## src/rtl/mpa_ram.sv

```systemverilog
// Generic single-write, single-read RAM with registered read data.
// No dependencies.
module mpa_ram #(
  parameter int WIDTH = 8,
  parameter int DEPTH = 16
) (
  input  logic                     clk,
  input  logic                     we,
  input  logic [$clog2(DEPTH)-1:0] waddr,
  input  logic [WIDTH-1:0]         wdata,
  input  logic [$clog2(DEPTH)-1:0] raddr,
  output logic [WIDTH-1:0]         rdata
);

  logic [WIDTH-1:0] mem [DEPTH];

  always_ff @(posedge clk) begin
    if (we) mem[waddr] <= wdata;
    rdata <= mem[raddr];
  end

endmodule

```

## config.mk

```make
export PLATFORM = sky130hd
export DESIGN_NAME = mpa_ram
export DESIGN_NICKNAME = d
export VERILOG_FILES = /design/src/rtl/mpa_ram.sv
export SDC_FILE = /design/constraint.sdc
export NUM_CORES = 1
export LEC_CHECK = 0
export BUFFER_PORTS_ARGS = -buffer_cell sky130_fd_sc_hd__buf_4
export CAP_MARGIN = 15
export CELL_PAD_IN_SITES_DETAIL_PLACEMENT = 1
export CELL_PAD_IN_SITES_GLOBAL_PLACEMENT = 1
export CORE_MARGIN = 2
export CORE_UTILIZATION = 45
export CTS_CLUSTER_SIZE = 8
export DETAILED_ROUTE_END_ITERATION = 8
export GPL_TIMING_DRIVEN = 0
export PLACE_DENSITY_LB_ADDON = 0.1
export REMOVE_ABC_BUFFERS = 1
export SLEW_MARGIN = 5
export SYNTH_ARGS = -nofsm -noshare
export SYNTH_HDL_FRONTEND = slang
export SYNTH_SLANG_ARGS = --single-unit
export TNS_END_PERCENT = 20
```

## constraint.sdc

```tcl
create_clock -name clk -period 2 [get_ports clk]
set_input_delay 0.2 -clock clk [delete_from_list [all_inputs] [get_ports clk]]
set_output_delay 0.2 -clock clk [all_outputs]
set_load 0.01 [all_outputs]
```

==> results of run 1 <==
[synth_stat cells (all sizes together)]
master and instances:
a22oi 16, and2 1, and2b 1, buf 7, clkdlybuf4s25 3, dfxtp 8, edfxtp 128, mux4 32
nand2 9, nand2b 2, nand3 1, nand3b 2, nor2 13, nor2b 1, nor3 4, or3b 1
[critical path: cells and delay by family]
kind | cells | cell delay, ns
and+or+nand+nor | 2 | 1.32
buffers and inverters | 1 | 0.12
[placed cells by master (no fill, tap or decap), drive strengths merged]
master	count
bufinv	2
nand2b	2
clkbuf	23
clkinvlp	2
clkinv	5
mux4	32
and2	1
edfxtp	128
nand3b	2
buf	28
nand2	9
and2b	1
nor2b	1
nand3	1
nor2	13
dfxtp	8
nor3	4
a22oi	16
or3b	1
[routing by layer]
| layer | vias to the layer above | track usage, % | share of wire [%] |
|---|---|---|---|
| li1 | 1044 | - | - |
| met1 | 1239 | 25.9 | 46 |
| met2 | 68 | 27.7 | 48 |
| met3 | 10 | 5.19 | 4.8 |
| met4 | 0 | 6.50 | 1.2 |
| met5 | - | 0 | 0 |
[state kept, by name, summed over array words and instances, names as in the netlist]
| name | count |
|---|---|
| mem | 128 |
| rdata | 8 |
[layout make-up]
| class | instances | area [um2] | share of cell area [%] |
|---|---|---|---|
| Clock buffer | 23 | 468 | 7.75 |
| Tap cell | 143 | 179 | 2.96 |
| Multi-Input combinational cell | 83 | 1080 | 17.8 |
| Sequential cell | 136 | 4000 | 66.3 |
| Clock inverter | 9 | 100 | 1.66 |
| Timing Repair Buffer | 28 | 210 | 3.48 |
[how the worst min path moves through the flow]
stage | from | endpoint | slack, ns
2_1_floorplan | wdata[0] | mem[0][0] | 0.30
3_3_place_gp | wdata[4] | mem[9][4] | 0.51
3_5_place_dp | wdata[4] | mem[9][4] | 0.52
4_1_cts | wdata[4] | mem[15][4] | 0.08
5_1_grt | wdata[1] | mem[7][1] | 0.1
6_report | wdata[2] | mem[1][2] | 0.1
[power groups by stage]
| stage | registers, mW | clock network, mW | logic [mW] |
|---|---|---|---|
| 2_1_floorplan | 3.27 | 0 | 0.128 |
| 3_3_place_gp | 3.26 | 0 | 0.307 |
| 3_5_place_dp | 3.26 | 0 | 0.314 |
| 4_1_cts | 3.21 | 3.04 | 0.316 |
| 5_1_grt | 3.21 | 3.15 | 0.333 |
| 6_report | 3.20 | 2.98 | 0.308 |
[logic make-up (layout without fill, tap and decap cells)]
family	after synthesis	in the layout	share of synthesized area (%)
compound gates	16	16	2.33
flops	136	136	77.8
simple gates	35	35	3.18
mux	32	32	15.0
buf+inv	10	60	1.68
==> results.cfg, run 1 <==
[status]
status = finished clean

[die]
die_w_um = 111
rows = 39
die_h_um = 111
die_area_mm2 = 0.0123
start_util_pct = 45.7
coreArea_mm2 = 0.0113
num_io_pins = 26

[placed_design]
dp_hpwl_um = 6160
io_buffer_count = 25
place_area_mm2 = 0.00547
gp_congestion = 0.697
dp.cells = 390
place_ws_ns = -0.0629

[timing]
fin_skew_ns = 0.00623
setup_violations = 0
worstMarginPinSlew_ns = 1.04
tns_ns = 0
fin_ws_ns = 0.383
final-max-slew-violation-count = 0
fmax_ghz = 0.618
min_period_ns = 1.62
hold_viol = 0
relSlewSlack_pct = 30.2
hold_ws_ns = 0.0964
rsz0062_at_grt = false
finalCritPeriodShare_pct = 80.9

[route]
drt_wl_total_um = 10300
ant_nets = 0
wl_per_cell_um = 24.5
vias = 2361
first_iter_violations = 135
drc_errors = 0
vias_per_cell = 5.59
drtPass1Iterations = 4

[setup_path]
worstPathCellList = buf_4, or3b_2, nor2_1
slowest_stage = nor2_1
critPathCaptureType = flip-flop
r2r_start = mem[9][5]
crit_type = input port to flip-flop
rr_endpoint = rdata[5]
worstPathMaxFanout = 8
crit_arrival_ns = 1.64
start_kind = input port
ff2ff_setup_slack_ns = 0.59
crit_path_start = waddr[2]
crit_path_max_incr_delay_ns = 0.81
ff2ff_path_depth = 3
cp-endpoint = mem[2][6]
cp.required_ns = 2.03

[power_and_ir_drop]
p_switching_mw = 1.28
power_frac_seq_pct = 49.4
p_total_mw = 6.49
leakage_nw = 2.01
internal_power_mw = 5.21
p_sw_share_pct = 19.7
p_per_area_mw_per_mm2 = 1070
clkPwrFrac_pct = 45.9
peakVddDrop_uv = 571
combPwrFrac_pct = 4.7

[clock_tree]
clk_latency_ns = 0.41
numCtsBuffers = 17
cts_setup_buffers = 0
clockBufferDepth = 2
post_cts_resize_count = 0
cts_tree = yes
holdBufCountCts = 0
cts.sinks = 136
h-tree-depth = 4
root_buffer = clkbuf_16
path_clk_slew_ns = 0.06

[logic_synthesis]
synth_top_area_share_pct = 74.7
ys_types = 19
synthTopCellsByArea = edfxtp_1 75%, mux4_2 7.9%, mux4_1 7.1%
yosys_warnings = 0
ys_ff_latch = 136
avgSynthCellArea_um2 = 22.5
synth_cells = 229
seq_area_frac_synth_pct = 77.8
yosysTopAreaCell = edfxtp_1
syn_area_mm2 = 0.00515

[job]
maxCapViolCount = 0

[worst_hold_path]
holdPathStages = 1
hp-class = input port to flip-flop

[final_layout]
nets = 284
fill_cells = 983
diodes = 0
areaGrowthSynthToFinish_pct = 17.3
fin_cells = 422
final_util_pct = 53.6
fin_area_mm2 = 0.00604
drive_above_1_share_pct = 28.3

[global_routing]
grt_usage_pct = 18.3
overflow = 0
grt_max_degree = 33
antenna_found_initial = 0
grt_pass1_wl_um = 15900
grt_pass1_vias = 2547
(Power assumes the default switching activity.)
==> run 2: changes to the inputs <==
--- a/config.mk
+++ b/config.mk
@@ -5,6 +5,7 @@
 export SDC_FILE = /design/constraint.sdc
 export NUM_CORES = 1
 export LEC_CHECK = 0
+export ABC_AREA = 1
 export BUFFER_PORTS_ARGS = -buffer_cell sky130_fd_sc_hd__buf_4
 export CAP_MARGIN = 15
 export CELL_PAD_IN_SITES_DETAIL_PLACEMENT = 1
==> constraint.sdc (replaced) <==
create_clock -name clk -period 1.5 [get_ports clk]
set_input_delay 0.15 -clock clk [delete_from_list [all_inputs] [get_ports clk]]
set_output_delay 0.15 -clock clk [all_outputs]
set_load 0.01 [all_outputs]
==> run 2 against run 1 <==
Effect of this change:
- clock skew grew 0.00071 ns
- wire length rose by 33%
- critical endpoint is now rdata[1]
- critical path depth is 5 higher
- synthesized cell count increased by 140%
- non-clock buffer count decreased by 3
==> results.cfg, run 2 <==
[logic_synthesis]
synth-main-ff-cell = edfxtp_1
yosys_warnings = 0
synth_cells = 551
synth.most_common_cell = nand2_1
avgSynthCellArea_um2 = 10.5
synthTopCellsByArea = edfxtp_1 67%, nand2_1 11%, nand3_1 8.4%
seq_area_frac_synth_pct = 69.4
syn_area_mm2 = 0.00577
ys_ff_latch = 136
yosys-top-cells-count = 173 x nand2_1, 128 x edfxtp_1, 100 x inv_1
synth_top_area_share_pct = 66.7
yosysTopAreaCell = edfxtp_1
ys_types = 12
async_reset_ff_share_pct = 0
synth_edf_count = 128

[power_and_ir_drop]
p_total_mw = 9.38
p_per_area_mw_per_mm2 = 1410
peakVddDrop_uv = 800
leakage_nw = 2.85

[job]
maxCapViolCount = 0

[placed_design]
io_buffer_count = 25
dp_hpwl_um = 7990
place_area_mm2 = 0.00600
gp_congestion = 0.724

[clock_tree]
holdBufCountCts = 0
cts.sinks = 136
root_buffer = clkbuf_16
clk_latency_ns = 0.42
cts_tree = yes
numCtsBuffers = 17
clockBufferDepth = 2
h-tree-depth = 4
path_clk_slew_ns = 0.06

[die]
coreArea_mm2 = 0.0126
num_io_pins = 26
die_area_mm2 = 0.0137
die_w_um = 117
die_h_um = 117
rows = 41
start_util_pct = 45.9

[timing]
worstMarginPinSlew_ns = 0.956
fin_skew_ns = 0.00694
rsz0062_at_grt = false
hold_viol = 0
finalCritPeriodShare_pct = 87.2
relSlewSlack_pct = 36.0
setup_violations = 0
fmax_ghz = 0.764
final-max-slew-violation-count = 0
min_period_ns = 1.31
hold_ws_ns = 0.0566

[final_layout]
fin_area_mm2 = 0.00666
regMostFlops = mem
nets = 589
final_cell_mix = 173 x nand2_1, 128 x edfxtp_1, 100 x inv_1, 97 x nand3_1, 24 x buf_4
diodes = 0
largest_reg_flops = 128
drive_above_1_share_pct = 10.1
final_common_cell = nand2_1
reg.largest.list = mem x128, rdata x8
areaGrowthSynthToFinish_pct = 15.5
final_util_pct = 53.0

[route]
first_iter_violations = 179
ant_nets = 0
wl_per_cell_um = 18.2
drt_wl_total_um = 13700
vias_per_cell = 4.96
drc_errors = 0
vias = 3749
drtPass1Iterations = 4

[global_routing]
overflow = 0
grt_pass1_vias = 3961
grt_max_degree = 66
grt_usage_pct = 21.9
busiest_layer = met2
grt_pass1_wl_um = 21400
grt_use_met2_pct = 36.0
met1_usage_pct = 28.6
antenna_found_initial = 0
grt_use_met3_pct = 4.12

[setup_path]
crit_path_frequent_cell = nand2_1
crit_arrival_ns = 1.61
worstPathCellList = buf_6, inv_4, nand2_1, nand2_1, nand2_1, nand3_1, nand3_1, nand2_1
cp.required_ns = 1.80
start_kind = input port
crit_path_max_incr_delay_ns = 0.42
worstPathMaxFanout = 65
slowest_stage = buf_6
crit_type = input port to flip-flop
critPathCaptureType = flip-flop

[worst_hold_path]
hp-class = input port to flip-flop

[status]
status = finished clean
run 2: per-layer routing:
metal  vias up  routed length (um)
li1       1809                   -
met5         -                   0
met1      1837                5980
met2        86                6740
met3        17                 762
met4         0                 248
run 2: metrics by stage:
stage	setup TNS [ns]	setup WS, ns	cells
finish	0	0.192	756
global route	0	0.0300	756
CTS	0	0.183	756
detailed placement	-20.65	-0.726	724
global placement	-12.29	-0.721	724
floorplan	0	0.370	527
run 2: critical path, delay by kind of cell:
kind,cells,cell delay (ns)
and+or+nand+nor,6,0.61
buffers and inverters,2,0.80
run 2: final timing paths:
check / startpoint / endpoint / slack (ns) / depth (start not counted)
max: raddr[0] / rdata[1] / 0.19 / 8
min: wdata[0] / mem[6][0] / 0.06 / 1
max reg2reg: mem[0][6] / rdata[6] / 0.45 / 6
min reg2reg: mem[10][0] / rdata[0] / 0.68 / 6
run 2: repair_timing:
item	CTS	global route
resized for setup	2	0
setup endpoints to repair	8	0
buffers inserted	0	0
run 2: kinds of logic after synthesis:
kind of cell	share of synthesized area, %
buffers and inverters	9.52
flip-flops	69.4
AND/OR/NAND/NOR	21.0
run 2: power by group:
group	switching, mW	total, mW	internal, mW
registers	0.0239	4.27	4.25
logic	0.359	0.517	0.158
clock network	1.56	4.59	3.02
total	1.95	9.38	7.43
run 2: area by class of cell:
cell class              instances  area (um2)
repair buffers                 25         191
well taps                     172         215
inverters                     102         385
flip-flops and latches        136        4000
multi-input cells             289        1210
clock inverters                13         200
clock buffers                  19         453
fillers                      1351        5910
==> run 3: changes to the inputs <==
--- a/config.mk
+++ b/config.mk
@@ -11,7 +11,7 @@
 export CELL_PAD_IN_SITES_DETAIL_PLACEMENT = 1
 export CELL_PAD_IN_SITES_GLOBAL_PLACEMENT = 1
 export CORE_MARGIN = 2
-export CORE_UTILIZATION = 45
+export CORE_UTILIZATION = 44
 export CTS_CLUSTER_SIZE = 8
 export DETAILED_ROUTE_END_ITERATION = 8
 export GPL_TIMING_DRIVEN = 0
==> constraint.sdc (replaced) <==
create_clock -name clk -period 1.1 [get_ports clk]
set_input_delay 0.11 -clock clk [delete_from_list [all_inputs] [get_ports clk]]
set_output_delay 0.11 -clock clk [all_outputs]
set_load 0.01 [all_outputs]
==> run 3 against run 2 <==
Effect of this change:
- the flow now finishes with violations (negative setup slack)
- sequential power grew 37%
- via count up 1.9%
- critical endpoint is now mem[11][7]
- cell area up 0.77%
==> results.cfg, run 3 (synthesized netlist as in run 2, its figures left out) <==
[power_and_ir_drop]
leakage_nw = 2.86
p_per_area_mw_per_mm2 = 1790
p_total_mw = 12.0
peakVddDrop_uv = 1210

[final_layout]
final_cell_mix = 173 x nand2_1, 128 x edfxtp_1, 100 x inv_1, 83 x nand3_1, 23 x buf_4
reg.largest.list = mem x128, rdata x8
diodes = 0
largest_reg_flops = 128
final_util_pct = 52.8
final_common_cell = nand2_1
nets = 590
areaGrowthSynthToFinish_pct = 16.4
drive_above_1_share_pct = 14.0
regMostFlops = mem

[die]
die_area_mm2 = 0.0140
coreArea_mm2 = 0.0127
start_util_pct = 45.3
die_h_um = 118
num_io_pins = 26
die_w_um = 118
rows = 41

[setup_path]
crit_type = input port to flip-flop
crit_path_max_incr_delay_ns = 0.74
cp.required_ns = 1.14
slowest_stage = nor2_1
critPathCaptureType = flip-flop
start_kind = input port
crit_buf_inv = 1
worstPathMaxFanout = 8
crit_family = simple AND/OR/NAND/NOR gates
worstPathCellList = buf_4, nand3b_1, nor2_1
crit_arrival_ns = 1.21

[route]
vias = 3822
wl_per_cell_um = 19.3
ant_nets = 0
drc_errors = 0
drtPass1Iterations = 5
vias_per_cell = 5.05
drt_wl_total_um = 14600
first_iter_violations = 189

[timing]
relSlewSlack_pct = 38.1
hold_ws_ns = 0.0317
final-max-slew-violation-count = 0
min_period_ns = 1.17
worstMarginPinSlew_ns = 0.924
fin_skew_ns = 0.00538
finalCritPeriodShare_pct = 106
hold_viol = 0
rsz0062_at_grt = true
fmax_ghz = 0.858
fin_ws_ns = -0.0660
setup_violations = 16

[global_routing]
grt_pass1_vias = 3861
grt_max_degree = 66
overflow = 0
grt_pass1_wl_um = 22400
grt_usage_pct = 22.3
antenna_found_initial = 0

[clock_tree]
numCtsBuffers = 17
cts.sinks = 136
h-tree-depth = 4
path_clk_slew_ns = 0.06
clockBufferDepth = 2
cts_tree = yes
root_buffer = clkbuf_16
clk_latency_ns = 0.42

[placed_design]
dp_hpwl_um = 8550
gp_congestion = 0.725
io_buffer_count = 25

[job]
maxCapViolCount = 0

[status]
status = finished with violations
violations = negative setup slack

[worst_hold_path]
hp-class = input port to flip-flop
==> run 3: cell types whose count changed in the layout (fill, tap and decap cells not counted), sizes merged <==
cell      delta
clkbuf       +5
bufinv       -4
clkinv       +1
buf          +1
clkinvlp     -2
==> run 3: final timing paths <==
check | startpoint | cells after the start | endpoint | slack [ns]
min | raddr[3] | 3 | rdata[0] | 0.03
min reg2reg | mem[2][3] | 6 | rdata[3] | 0.67
max reg2reg | mem[13][3] | 6 | rdata[3] | 0.06
max | waddr[2] | 3 | mem[11][7] | -0.07
==> run 3: per-layer routing <==
layer  up-vias  global-route usage [%]  share of wire [%]
met5         -                       0                  0
met4         0                    7.66                1.6
met3        17                    5.45                3.7
met2        75                    37.9                 51
met1      1915                    27.9                 44
li1       1815                       -                  -
==> run 3: worst min-delay path, stage by stage <==
cell     delay, ns
buf_4         0.16
nand3_1       0.09
nand2_1       0.04
==> run 3: power breakdown <==
part	switching (mW)	internal [mW]	leakage, nW	total [mW]
sequential	0.0302	5.80	1.22	5.83
combinational	0.549	0.238	1.35	0.787
clock	2.03	3.38	0.282	5.42
==> run 3: cell type report <==
class | instances | area (um2)
tap | 172 | 215
multi-input combinational | 289 | 1310
clock inverter | 8 | 70.1
fill | 1432 | 6010
timing repair buffer | 26 | 224
inverter | 102 | 390
sequential | 136 | 4000
clock buffer | 24 | 502
==> run 3: timing repair <==
item / in CTS / in global routing
endpoints found under the setup margin: 35 / 126
hold buffers: 0 / 0
buffers inserted: 0 / 0
gates cloned: 0 / 0
gates resized for setup: 7 / 24
==> run 3: stage by stage <==
step | setup WS (ns) | cells | setup TNS [ns] | cell area (um2)
after floorplan | 0.00952 | 527 | 0 | 5600
after global placement | -1.18 | 724 | -60.13 | 6000
after detailed placement | -1.00 | 725 | -60.37 | 6020
after CTS | -0.0351 | 757 | -0.407 | 6620
after global routing | -0.129 | 757 | -4.10 | 6710
final | -0.0660 | 757 | -0.712 | 6710
